==> config.mk <==
export PLATFORM = sky130hd
export DESIGN_NAME = psh_div
export DESIGN_NICKNAME = d
export VERILOG_FILES = /design/src/rtl/psh_pkg.sv /design/src/rtl/psh_div.sv
export SDC_FILE = /design/constraint.sdc
export NUM_CORES = 1
export LEC_CHECK = 0
export ABC_AREA = 1
export BUFFER_PORTS_ARGS = -buffer_cell sky130_fd_sc_hd__buf_2
export CORE_AREA = 2 2 96 75
export DETAILED_ROUTE_END_ITERATION = 16
export DIE_AREA = 0 0 98 77
export PLACE_DENSITY = 0.74
export SETUP_SLACK_MARGIN = 0.2
export SYNTH_ARGS = -nofsm -noshare
export SYNTH_HDL_FRONTEND = slang
export SYNTH_SLANG_ARGS = --single-unit
==> constraint.sdc <==
create_clock -name clk -period 6.65 [get_ports clk]
set_clock_uncertainty 0.15 [all_clocks]
set_input_delay 0.9975 -clock clk [delete_from_list [all_inputs] [get_ports clk]]
set_output_delay 0.9975 -clock clk [all_outputs]
set_load 0.03 [all_outputs]
==> src/rtl/psh_pkg.sv <==
// package for the point set hausdorff / chamfer block
// holds sizes, field widths and the controller state type; no dependencies
package psh_pkg;

  localparam int MAX_POINTS = 256;
  localparam int MAX_DIM    = 4;
  localparam int COORD_BITS = 16;

  localparam int IDX_W   = $clog2(MAX_POINTS);
  localparam int CNT_W   = IDX_W + 1;
  localparam int WORD_W  = MAX_DIM * COORD_BITS;
  localparam int DIFF_W  = COORD_BITS + 1;
  localparam int SQ_W    = 2 * DIFF_W;
  localparam int SUM_W   = SQ_W + 2;
  localparam int RAD_W   = SUM_W + 16;
  localparam int ROOT_W  = RAD_W / 2;
  localparam int DIST_W  = 25;
  localparam int TOT_W   = DIST_W + CNT_W;
  localparam int DVS_W   = CNT_W + 1;
  localparam int DIMS_W  = 3;
  localparam int MODE_W  = 2;
  localparam int CFG_IDX_W  = 1;
  localparam int CFG_DATA_W = 3;

  localparam logic [MODE_W-1:0] MODE_LOAD_A  = 2'd0;
  localparam logic [MODE_W-1:0] MODE_LOAD_B  = 2'd1;
  localparam logic [MODE_W-1:0] MODE_COMPUTE = 2'd2;

  localparam logic [CFG_IDX_W-1:0] REG_METRIC = 1'd0;
  localparam logic [CFG_IDX_W-1:0] REG_DIMS   = 1'd1;

  typedef enum logic [2:0] {
    S_IDLE,
    S_INNER,
    S_DRAIN,
    S_SQRT,
    S_NEXT,
    S_DIV,
    S_DONE
  } state_t;

endpackage

==> src/rtl/psh_div.sv <==
// restoring divider for the chamfer mean, one quotient bit per cycle
// depends on psh_pkg
module psh_div import psh_pkg::*; (
  input  logic             clk,
  input  logic             rst_n,
  input  logic             start,
  input  logic [TOT_W-1:0] dividend,
  input  logic [DVS_W-1:0] divisor,
  output logic             done,
  output logic [TOT_W-1:0] quotient
);

  localparam int DCNT_W = $clog2(TOT_W + 1);

  logic [TOT_W-1:0]  q_r;
  logic [DVS_W-1:0]  d_r;
  logic [DVS_W:0]    rem_r;
  logic [DCNT_W-1:0] cnt_r;
  logic              busy_r;
  logic              done_r;
  logic [DVS_W:0]    rem_sh;
  logic              take;

  // shift in the next dividend bit and subtract where it fits
  always_comb begin
    rem_sh = {rem_r[DVS_W-1:0], q_r[TOT_W-1]};
    take   = (rem_sh >= {1'b0, d_r});
  end

  always_ff @(posedge clk) begin
    if (!rst_n) begin
      busy_r <= 1'b0;
      done_r <= 1'b0;
    end else begin
      done_r <= 1'b0;
      if (start) begin
        busy_r <= 1'b1;
        cnt_r  <= DCNT_W'(TOT_W - 1);
        q_r    <= dividend;
        d_r    <= divisor;
        rem_r  <= '0;
      end else if (busy_r) begin
        rem_r <= take ? (rem_sh - {1'b0, d_r}) : rem_sh;
        q_r   <= {q_r[TOT_W-2:0], take};
        cnt_r <= cnt_r - 1'b1;
        if (cnt_r == '0) begin
          busy_r <= 1'b0;
          done_r <= 1'b1;
        end
      end
    end
  end

  assign done     = done_r;
  assign quotient = q_r;

endmodule

==> impl_metrics.toml <==
[detailed_routing]
vias = 2518
detail_route.wl_per_cell_um = 12.7
drt-initial-drc-count = 136
drc = 0
via_per_inst = 4.81
ant_nets = 0
drtPass1Iterations = 4
drt-total-wl_um = 6660

[power]
p_leak_nw = 1.90
ir_drop_mv = 0.142
switching_share_pct = 32.1
p_clk_share_pct = 26.9
p_seq_share_pct = 48.8
power_density_mw_per_mm2 = 267
internal_power_mw = 0.692
p_sw_mw = 0.328
comb_power_share_pct = 24.2

[critical_path]
crit_path_max_fanout = 51
critPathArrivalTime_ns = 2.66
path_class = "in -> reg"
worst_setup_path_start_kind = "input port"
cp-startpoint = "start"
crit_end = "rem_r[7]"
ff2ff_path_depth = 9
reg2reg_to = "rem_r[4]"
reg2reg_setup_slack_ns = 4.35
endpoint_kind = "register"
crit_chain = "buf_2, nand2_1, nand2_2"
cp.required_ns = 6.45
crit_path_top_delay_cell = "nand2_2"
critPathMaxStageDelay_ns = 0.91
rr_startpoint = "rem_r[3]"

[synthesis]
ys_seq_area_share_pct = 57.3
synth.most_common_cell = "nand2_1"
synth.top_cell.area_share_pct = 56.1
synth-seq-cells = 62
ys_warn_count = 0
syn_inst = 354
netlist_area_mm2 = 0.00321
synth_area_leaders = "edfxtp_1 (56%), nand2_1 (18%), ha_1 (4.7%)"
synth_ff_type = "edfxtp_1"
synth_area_leader_cell = "edfxtp_1"
yosys.cell_types.count = 30
yosys-top-cells-count = "nand2_1 (158), edfxtp_1 (60), inv_1 (35), nor2_1 (25), ha_1 (12)"
synthArstFlopShare_pct = 0
synth_edf_count = 60
avgSynthCellArea_um2 = 9.07
syn_nets = 414

[hold_path]
hp-class = "reg -> reg"

[sta]
rsz0062_at_grt = "no"
worst_pin_slew_ns = 1.19
min_period_ns = 2.86
setup_tns_ns = 0
max_freq_mhz = 350
hold_violations = 0
period_share_pct = 42.9
finalSetupViolations = 0
report.final.slew_viol_count = 0
max_slew_margin_pct = 20.2

[cells_and_area]
nets = 496
drive_above_1_share_pct = 25.5
syn_to_final_growth_pct = 19.0
fillerInstances = 590
fin_area_mm2 = 0.00382
diodes = 0

[floorplan]
core_region_area_mm2 = 0.00660
start_util_pct = 48.6
num_rows = 26
die_y_um = 77
die-area_mm2 = 0.00755
die_x_um = 98
ioPinCount = 82

[clock_network]
cts_resized = 0
cts_tree = "yes"
cts_root_buffer = "clkbuf_8"
path_clk_slew_ns = 0.07
h-tree-depth = 3
cts.sink_count = 62
cts-buffers-inserted = 9
clk_latency_ns = 0.34
postCtsSetupRepairBufs = 0
hold_buffers = 0
cts_buffer_depth = 2

[grt]
grt_usage_pct = 18.4
grt_pass1_wl_um = 11000
grt_overflow = 0
grt_antenna_before_repair = 0
grt_max_degree = 52
first_global_vias = 2456

[placement]
place.gp.congestion = 0.832
dp_hpwl_um = 4670
io_buffers = 81
place_area_mm2 = 0.00367

[status]
status = "complete, no violations"

[run]
max_cap_violations = 0
worst max-delay path: cells and delay by family:
kind                   cells  cell delay, ns
buffers and inverters      1            0.55
AND/OR/NAND/NOR            2            1.08
routing by layer:
| metal | track usage [%] | share of wire, % | wire length (um) | vias up |
|---|---|---|---|---|
| li1 | - | - | - | 1294 |
| met1 | 23.7 | 47 | 3130 | 1134 |
| met2 | 28.4 | 43 | 2880 | 82 |
| met3 | 7.47 | 8.5 | 568 | 8 |
| met4 | 5.97 | 1.2 | 77 | 0 |
| met5 | 0 | 0 | 0 | - |
logic make-up (layout without fill, tap and decap cells):
kind of cell	Yosys count	after routing	synth area share (%)
and+or+nand+nor	214	214	27.4
DFF	62	62	57.3
buffers and inverters	46	132	6.00
AOI/OAI and AO/OA	16	16	3.16
adders and majority gates	13	13	5.30
xor gates and xnor gates	3	3	0.818
layout make-up:
type / instances / area, um2 / share of cell area, %
clock buffers: 10 / 128 / 3.34
clock inverters: 5 / 27.5 / 0.720
inverters: 36 / 135 / 3.54
multi-input cells: 246 / 1180 / 30.9
flip-flops and latches: 62 / 1840 / 48.2
well taps: 84 / 105 / 2.75
repair buffers: 81 / 405 / 10.6
through the flow:
stage / util [%] / cells / power, mW / setup slack [ns] / hold slack (ns)
after floorplan: - / 354 / 0.691 / 3.74 / 0.286
after global placement: 55.5 / 509 / 0.745 / 3.49 / 0.311
after detailed placement: 55.5 / 509 / 0.753 / 3.42 / 0.336
after CTS: 57.9 / 524 / 1.02 / 3.78 / 0.341
after global routing: 57.9 / 524 / 1.08 / 3.62 / 0.376
final: 57.9 / 524 / 1.02 / 3.79 / 0.340
power groups by stage:
| stage | Combinational, mW | Sequential [mW] | Clock, mW |
|---|---|---|---|
| after global placement | 0.239 | 0.506 | 0 |
| after detailed placement | 0.248 | 0.505 | 0 |
| final | 0.247 | 0.498 | 0.275 |
| after floorplan | 0.153 | 0.538 | 0 |
| after CTS | 0.248 | 0.498 | 0.278 |
| after global routing | 0.276 | 0.503 | 0.297 |
sequential cells by signal (all words and copies together) (netlist names):
signal,count
busy_r,1
d_r,10
done,1
rem_r,10
quotient,34
cnt_r,6
how the worst min path moves through the flow:
stage                 from   end  slack, ns  depth (start not counted)
global placement    busy_r  done       0.31                          2
finish              busy_r  done       0.34                          2
detailed placement  busy_r  done       0.34                          2
global route        busy_r  done       0.38                          2
CTS                 busy_r  done       0.34                          2
floorplan           busy_r  done       0.29                          2
cell usage in the layout (no fill, tap or decap):
cell and count:
nand2_1 157, buf_2 81, edfxtp_1 60, inv_1 35, nor2_1 25, ha_1 12
nand3_1 10, clkbuf_8 9, a21oi_1 8, nand2_2 5, o21ai_2 5, clkinv_2 4
nor3_1 3, nand3b_1 3, xor2_1 2, o21ai_0 2, or2_2 2, nand4_1 2
dfxtp_1 2, inv_2 1, or2_1 1, or2_0 1, nor2_2 1, and2_4 1
nand2_4 1, or3_1 1, nand3_2 1, o21a_1 1, xnor2_1 1, fa_1 1
clkbuf_1 1, clkinvlp_4 1
(Power assumes the default switching activity.)
