## src/rtl/psh_pkg.sv

```systemverilog
// package for the point set hausdorff / chamfer block
// holds sizes, field widths and the controller state type; no dependencies
package psh_pkg;

  localparam int MAX_POINTS = 256;
  localparam int MAX_DIM    = 4;
  localparam int COORD_BITS = 16;

  localparam int IDX_W   = $clog2(MAX_POINTS);
  localparam int CNT_W   = IDX_W + 1;
  localparam int WORD_W  = MAX_DIM * COORD_BITS;
  localparam int DIFF_W  = COORD_BITS + 1;
  localparam int SQ_W    = 2 * DIFF_W;
  localparam int SUM_W   = SQ_W + 2;
  localparam int RAD_W   = SUM_W + 16;
  localparam int ROOT_W  = RAD_W / 2;
  localparam int DIST_W  = 25;
  localparam int TOT_W   = DIST_W + CNT_W;
  localparam int DVS_W   = CNT_W + 1;
  localparam int DIMS_W  = 3;
  localparam int MODE_W  = 2;
  localparam int CFG_IDX_W  = 1;
  localparam int CFG_DATA_W = 3;

  localparam logic [MODE_W-1:0] MODE_LOAD_A  = 2'd0;
  localparam logic [MODE_W-1:0] MODE_LOAD_B  = 2'd1;
  localparam logic [MODE_W-1:0] MODE_COMPUTE = 2'd2;

  localparam logic [CFG_IDX_W-1:0] REG_METRIC = 1'd0;
  localparam logic [CFG_IDX_W-1:0] REG_DIMS   = 1'd1;

  typedef enum logic [2:0] {
    S_IDLE,
    S_INNER,
    S_DRAIN,
    S_SQRT,
    S_NEXT,
    S_DIV,
    S_DONE
  } state_t;

endpackage

```

## src/rtl/psh_sqrt.sv

```systemverilog
// iterative integer square root, one result bit per cycle
// depends on psh_pkg
module psh_sqrt import psh_pkg::*; (
  input  logic              clk,
  input  logic              rst_n,
  input  logic              start,
  input  logic [RAD_W-1:0]  radicand,
  output logic              done,
  output logic [ROOT_W-1:0] root
);

  localparam int REM_W = ROOT_W + 2;
  localparam int SCNT_W = $clog2(ROOT_W + 1);

  logic [RAD_W-1:0]  val_r;
  logic [REM_W-1:0]  rem_r;
  logic [ROOT_W-1:0] root_r;
  logic [SCNT_W-1:0] cnt_r;
  logic              busy_r;
  logic              done_r;
  logic [REM_W-1:0]  rem_sh;
  logic [REM_W-1:0]  trial;
  logic              take;

  // bring down two radicand bits and try the next root bit
  always_comb begin
    rem_sh = {rem_r[REM_W-3:0], val_r[RAD_W-1 -: 2]};
    trial  = {root_r, 2'b01};
    take   = (rem_sh >= trial);
  end

  always_ff @(posedge clk) begin
    if (!rst_n) begin
      busy_r <= 1'b0;
      done_r <= 1'b0;
    end else begin
      done_r <= 1'b0;
      if (start) begin
        busy_r <= 1'b1;
        cnt_r  <= SCNT_W'(ROOT_W - 1);
        val_r  <= radicand;
        rem_r  <= '0;
        root_r <= '0;
      end else if (busy_r) begin
        val_r  <= {val_r[RAD_W-3:0], 2'b00};
        rem_r  <= take ? (rem_sh - trial) : rem_sh;
        root_r <= {root_r[ROOT_W-2:0], take};
        cnt_r  <= cnt_r - 1'b1;
        if (cnt_r == '0) begin
          busy_r <= 1'b0;
          done_r <= 1'b1;
        end
      end
    end
  end

  assign done = done_r;
  assign root = root_r;

endmodule

```

## config.mk

```make
export PLATFORM = sky130hd
export DESIGN_NAME = psh_sqrt
export DESIGN_NICKNAME = d
export VERILOG_FILES = /design/src/rtl/psh_pkg.sv /design/src/rtl/psh_sqrt.sv
export SDC_FILE = /design/constraint.sdc
export NUM_CORES = 1
export LEC_CHECK = 0
export BUFFER_PORTS_ARGS = -buffer_cell sky130_fd_sc_hd__buf_4
export CORE_AREA = 3 3 103 105
export CTS_BUF_LIST = sky130_fd_sc_hd__clkbuf_16
export DETAILED_ROUTE_END_ITERATION = 8
export DIE_AREA = 0 0 106 108
export PLACE_DENSITY_LB_ADDON = 0.15
export SLEW_MARGIN = 20
export SYNTH_ARGS = -nofsm -noshare
export SYNTH_HDL_FRONTEND = slang
export SYNTH_SLANG_ARGS = --single-unit
export TNS_END_PERCENT = 10
```

## constraint.sdc

```tcl
create_clock -name clk -period 8.1 [get_ports clk]
set_input_delay 1.62 -clock clk [delete_from_list [all_inputs] [get_ports clk]]
set_output_delay 1.62 -clock clk [all_outputs]
set_load 0.005 [all_outputs]
```

==> impl_metrics.py, run 1 <==
metrics = {
    "timing": {
        "fmax_mhz": 297,
        "slew_headroom_pct": 36.2,
        "grt_setup_unrepaired": "false",
        "setup_viol": 0,
        "hold_viol_final": 0,
        "final.period_utilization_pct": 41.6,
        "finalCriticalPeriod_ns": 3.37,
        "tightest_slew_ns": 0.958,
        "skew_ns": 0.00867,
        "slew_violations": 0,
        "fin_tns_setup_ns": 0,
    },
    "min_path": {
        "hold_start": "busy_r",
        "hp-class": "reg -> reg",
    },
    "clocking": {
        "cts_setup_buffers": 0,
        "insertion_delay_ns": 0.35,
        "cts_inserted_buffers": 9,
        "clk_pin_slew_ns": 0.07,
        "tritoncts": "yes",
        "clock_tree.htree_level_count": 3,
        "root_buffer": "clkbuf_16",
        "cts_buffer_depth": 2,
        "cts.sinks": 111,
        "cts.hold.buffers_added": 0,
        "cts_resized": 0,
    },
    "power": {
        "power.total_mw": 1.45,
        "p_leak_nw": 2.84,
        "ir_drop_mv": 0.148,
        "powerDensity_nw_per_um2": 206,
    },
    "synth": {
        "syn_inst": 509,
        "ys_seq_area_share_pct": 54.6,
        "synth_area_um2": 6070,
        "async_reset_ff_share_pct": 0,
        "ys_ff_latch": 111,
        "yosys_warnings": 0,
        "synth_flop_cell": "edfxtp_1",
        "syn_area_per_cell_um2": 11.9,
        "synth_edf_count": 109,
        "ys_types": 50,
        "synth_nets": 594,
    },
    "floorplan": {
        "dieArea_um2": 11400,
        "die_y_um": 108,
        "rows": 36,
        "ioPinCount": 82,
        "coreArea_um2": 9730,
        "die_w_um": 106,
        "initial_utilization_pct": 62.4,
    },
    "routing": {
        "wl_per_cell_um": 16.0,
        "drc": 0,
        "vias": 4101,
        "via_per_inst": 5.69,
        "drt-total-wl_um": 11500,
        "first_pass_iters": 4,
        "drt-initial-drc-count": 160,
        "ant_nets": 0,
    },
    "cells_and_area": {
        "n_antenna_cell": 0,
        "drive_above_1_share_pct": 27.7,
        "fillers": 708,
        "final_core_util_pct": 72.5,
        "syn2layout_area_growth_pct": 16.2,
        "nets": 668,
    },
    "worst_setup_path": {
        "crit_path_max_fanout": 26,
        "endpoint_kind": "register",
        "rr_startpoint": "root[8]",
        "critPathKind": "reg -> reg",
        "required_ns": 8.17,
        "cp.arrival_ns": 3.44,
        "start_kind": "register",
        "critPathLaunch": "root[8]",
    },
    "status": {
        "run_status": "finished, final reports clean",
    },
    "grt": {
        "grt_use_total_pct": 21.3,
        "grt_max_degree": 88,
        "grt_pass1_wl_um": 19200,
        "grt_remaining_overflow": 0,
        "grt_pass1_vias": 4160,
        "antenna_found_initial": 0,
    },
    "placement": {
        "dp_hpwl_um": 7830,
        "gp_congestion": 0.885,
        "port_buffers": 81,
    },
    "flow_run": {
        "maxCapViolCount": 0,
    },
}
## metal layers
metal	part of all wire, %	global-route usage (%)	up-vias	wire length (um)
met5	0	0	-	0
met4	1.9	7.86	0	222
met3	5.0	4.78	19	576
met2	50	35.9	108	5790
met1	43	27.3	1976	4930
li1	-	-	1998	-
## critical path, stage by stage, from the launching register on
cell,delay (ns)
edfxtp_1,0.35
inv_1,0.06
ha_1,0.38
nand3_1,0.15
a311oi_1,0.32
nor2_1,0.09
a211oi_1,0.40
or3_1,0.19
a211o_1,0.38
buf_4,0.45
mux2i_1,0.26
nor2_1,0.05
## worst paths after layout
kind	cells past startpoint	slack (ns)	to
min	1	0.54	done
max	11	4.73	rem_r[15]
min reg2reg	1	0.54	done
max reg2reg	11	4.73	rem_r[15]
## layout by cell type (no fill, tap or decap), types with 3 or more instances in the layout
cell	instances
edfxtp_1	109
buf_4	84
nor2_1	77
mux2_2	51
inv_1	39
ha_1	30
a21oi_1	25
xnor2_1	20
nand2_1	13
mux2i_1	13
o21ai_0	12
clkbuf_16	9
nor3_1	7
a21o_1	7
a211oi_2	7
nand3_1	6
nand4_1	6
nand2b_1	6
a211oi_1	5
and3_1	4
and2_1	4
nor2b_1	4
o21a_1	3
a311oi_1	3
o22ai_1	3
o21bai_1	3
## where the power goes
| part | internal, mW | switching [mW] |
|---|---|---|
| sequential | 0.686 | 0.0186 |
| combinational | 0.149 | 0.173 |
| clock | 0.213 | 0.214 |
## through the flow
step | std cells | cell area [um^2] | hold WS, ns | setup WS, ns
4_1_cts | 721 | 7050 | 0.536 | 4.75
6_report | 721 | 7050 | 0.537 | 4.73
5_1_grt | 721 | 7050 | 0.554 | 4.48
2_1_floorplan | 509 | 6070 | 0.490 | 3.26
3_3_place_gp | 705 | 6770 | 0.519 | 4.45
3_5_place_dp | 705 | 6770 | 0.517 | 4.37
## sequential cells by signal (all words and copies together) (netlist names)
name	flops
val_r	52
cnt_r	5
rem_r	26
root	26
done	1
busy_r	1
## cell usage after synthesis (5+ instances only)
library cell,instances,area share [%]
a21o_1,7,0.87
nor2_1,77,4.8
nand4_1,6,0.62
clkbuf_1,16,0.99
o21ai_0,12,0.99
ha_1,30,6.2
inv_1,38,2.4
nand2_1,13,0.80
xnor2_1,20,2.9
a211oi_2,7,1.4
a21oi_1,25,2.1
edfxtp_1,109,54
nand2b_1,6,0.62
mux2_2,51,9.5
a211oi_1,5,0.62
nand3_1,6,0.49
mux2i_1,13,2.1
nor3_1,7,0.58
## area by class of cell
class	count	area (um^2)	area share (%)
inverter	38	143	2.02
timing repair buffer	84	631	8.95
tap	133	166	2.36
multi-input combinational	339	2510	35.7
clock inverter	7	56.3	0.799
sequential	111	3310	47.0
clock buffer	9	225	3.19
## kinds of logic after synthesis
family | Yosys count | share of synthesized area, %
AOI/OAI and AO/OA | 87 | 10.1
xor gates and xnor gates | 22 | 3.18
muxes | 64 | 11.6
DFF | 111 | 54.6
and+or+nand+nor | 136 | 10.2
adders and majority gates | 30 | 6.19
buffers and inverters | 59 | 4.06
(Power assumes the default switching activity.)
==> inputs of run 2 (changes only) <==
Settings changed: ABC_AREA set to 1, CORE_AREA 3 3 103 105 to 3 3 117 119, DIE_AREA 0 0 106 108 to 0 0 120 122.
Clock period 8.1 ns to 2.7 ns, I/O delays scaled along.
==> run 2 against run 1 <==
  * Sequential share of layout area fell by 4.8 points
  * Critical path type unchanged
  * Largest cell class unchanged
  * Clock power rose to 3.3 times the previous value
  * Via count is 34% higher
  * Area after synthesis is 11% higher
  * Global-route usage fell by 0.54 points
  * Sequential power rose to 3.0 times the previous value
==> impl_metrics.py, run 2 <==
metrics = {
    "power": {
        "switching_power_mw": 1.43,
        "ir_drop_mv": 0.429,
        "p_leak_nw": 4.01,
        "clkPwrFrac_pct": 30.6,
        "power_frac_comb_pct": 23.8,
        "powerDensity_nw_per_um2": 590,
        "p_int_mw": 3.20,
        "switching_share_pct": 30.9,
        "power.total_mw": 4.63,
        "seq_power_share_pct": 45.6,
    },
    "clocking": {
        "cts_inserted_buffers": 9,
        "clock_tree.htree_level_count": 3,
        "insertion_delay_ns": 0.36,
        "cts.hold.buffers_added": 0,
        "cts_buffer_depth": 2,
        "tritoncts": "yes",
        "root_buffer": "clkbuf_16",
        "cts.sinks": 111,
        "clk_pin_slew_ns": 0.08,
    },
    "worst_setup_path": {
        "cp.arrival_ns": 2.56,
        "path_delay_family": "simple AND/OR/NAND/NOR gates",
        "path_buf_inv": 3,
        "timing.rr.end": "rem_r[9]",
        "crit_chain": "inv_1 > ha_1 > nand2_2 > inv_1 > nand2_1 > nand2_1 > nand2_1 > a21oi_2 > nor2_2 > nand2_8 > inv_2 > nor2_1 > nor2_1",
        "critPathKind": "reg -> reg",
        "required_ns": 2.92,
        "cp_slowest_cell": "ha_1",
        "r2r_cells": 13,
        "rr_startpoint": "root[13]",
        "cpMostUsedCell": "nand2_1",
        "endpoint_kind": "register",
        "rrSetupSlack_ns": 0.36,
        "start_kind": "register",
        "cp_slowest_stage_delay_ns": 0.36,
        "crit_path_max_fanout": 31,
    },
    "grt": {
        "grt_remaining_overflow": 0,
        "antenna_found_initial": 0,
        "grt_max_degree": 83,
        "grt_pass1_wl_um": 24400,
        "grt_use_total_pct": 20.8,
        "grt_pass1_vias": 5298,
    },
    "floorplan": {
        "dieArea_um2": 14600,
        "initial_utilization_pct": 53.3,
        "die_w_um": 120,
        "rows": 41,
        "ioPinCount": 82,
        "die_y_um": 122,
        "coreArea_um2": 12700,
    },
    "cells_and_area": {
        "final_core_util_pct": 62.0,
        "seq_area_um2": 3310,
        "largest_register_ffs": 52,
        "multi_input_area_um2": 2830,
        "final_area_um2": 7850,
        "nets": 1031,
        "drive_above_1_share_pct": 12.7,
        "n_antenna_cell": 0,
        "syn2layout_area_growth_pct": 16.2,
        "fillers": 1188,
        "layout_commonest_cell": "nand2_1",
        "top_register": "val_r",
        "final_cell_mix": "366 x nand2_1, 135 x inv_1, 109 x edfxtp_1",
    },
    "synth": {
        "syn_inst": 872,
        "yosys_warnings": 0,
        "async_reset_ff_share_pct": 0,
        "post-synth-top-count-cell": "nand2_1",
        "yosys-top-cells-area": "edfxtp_1 48%, nand2_1 20%, inv_1 7.5%",
        "synth_nets": 957,
        "ys_seq_area_share_pct": 49.0,
        "synth_edf_count": 109,
        "synth_area_um2": 6760,
        "ys_types": 34,
        "synth.largest_area_cell": "edfxtp_1",
        "synth.top_cells.by_count": "366 x nand2_1, 135 x inv_1, 109 x edfxtp_1",
        "yosys.area.top_type_share_pct": 48.4,
        "ys_ff_latch": 111,
        "synth_flop_cell": "edfxtp_1",
        "syn_area_per_cell_um2": 7.75,
    },
    "timing": {
        "tightest_slew_ns": 0.821,
        "whs_ns": 0.440,
        "fmax_mhz": 427,
        "grt_setup_unrepaired": "false",
        "setup_viol": 0,
        "slew_headroom_pct": 45.3,
        "finalCriticalPeriod_ns": 2.34,
        "skew_ns": 0.00938,
        "slew_violations": 0,
        "setup_ws_ns": 0.360,
        "final.period_utilization_pct": 86.7,
        "hold_viol_final": 0,
    },
    "flow_run": {
        "maxCapViolCount": 0,
    },
    "routing": {
        "drt-initial-drc-count": 362,
        "wl_per_cell_um": 12.6,
        "via_per_inst": 4.88,
        "vias": 5485,
        "first_pass_iters": 4,
        "drt-total-wl_um": 14200,
        "drc": 0,
        "ant_nets": 0,
    },
    "placement": {
        "dpl_cell_area_um2": 7520,
        "gp_congestion": 0.918,
        "dp_hpwl_um": 10200,
        "post-place-ws_ns": 0.268,
        "port_buffers": 81,
    },
    "status": {
        "run_status": "finished, final reports clean",
    },
    "min_path": {
        "hp-class": "in -> reg",
        "hold_start": "radicand[38]",
        "min_path_cells": 3,
        "holdPathEnd": "val_r[38]",
    },
}
-- run 2: cell types whose count changed after synthesis, sizes merged, moves of 7 or more --
cell / delta
xnor2: -19
mux2: -51
nand2: +361
nor2: +20
xor2: +8
nor3: -7
a21oi: -10
nand3: +31
mux2i: -13
inv: +100
a211oi: -12
-- run 2: layout make-up --
class	instances	area share [%]
Clock buffer	9	2.87
Sequential cell	111	42.2
Clock inverter	7	1.16
Inverter	138	6.76
Timing Repair Buffer	84	8.19
Tap cell	172	2.74
Multi-Input combinational cell	602	36.1
-- run 2: timing repair --
action | CTS | global route
setup buffers | 0 | 0
setup endpoints to repair | 0 | 5
gates resized for setup | 0 | 1
-- run 2: logic make-up (layout without fill, tap and decap cells) --
kind of cell	Yosys count	in the layout	share of synthesized area [%]
AOI/OAI and AO/OA	38	38	3.06
xor gates and xnor gates	11	11	1.43
adders and majority gates	30	30	5.56
buffers and inverters	159	238	9.35
DFF	111	111	49.0
and+or+nand+nor	523	523	31.6
-- run 2: per-layer routing --
metal / global-route usage (%) / share of wire (%)
met5: 0 / 0
met2: 33.9 / 46
met1: 27.3 / 46
met3: 3.67 / 5.3
met4: 9.16 / 2.2
-- run 2: power groups by stage --
stage                     logic [mW]  registers (mW)  clock network, mW
final                           1.10            2.11               1.42
after global routing            1.28            2.13               1.50
after CTS                       1.11            2.11               1.45
after detailed placement        1.10            2.15                  0
after global placement          1.09            2.15                  0
after floorplan                0.819            2.15                  0
-- run 2: through the flow --
step                instances  TNS [ns]
floorplan                 872    -29.05
global placement         1107         0
detailed placement       1107         0
CTS                      1123         0
global route             1123         0
finish                   1123         0
-- run 2: tightest hold or removal path, stage by stage --
cell and delay (ns):
buf_4 0.08, nand2_1 0.04, nand2_1 0.05
-- run 2: worst max-delay path by stage --
stage          slack [ns]  cells after the start       from   endpoint
4_1_cts              0.25                     11    root[8]   rem_r[9]
6_report             0.36                     13   root[13]   rem_r[9]
3_3_place_gp         0.30                     12  rem_r[13]  rem_r[11]
2_1_floorplan       -0.27                      3      start   cnt_r[0]
3_5_place_dp         0.27                     13    root[8]   rem_r[9]
5_1_grt              0.12                     13   root[17]  rem_r[12]
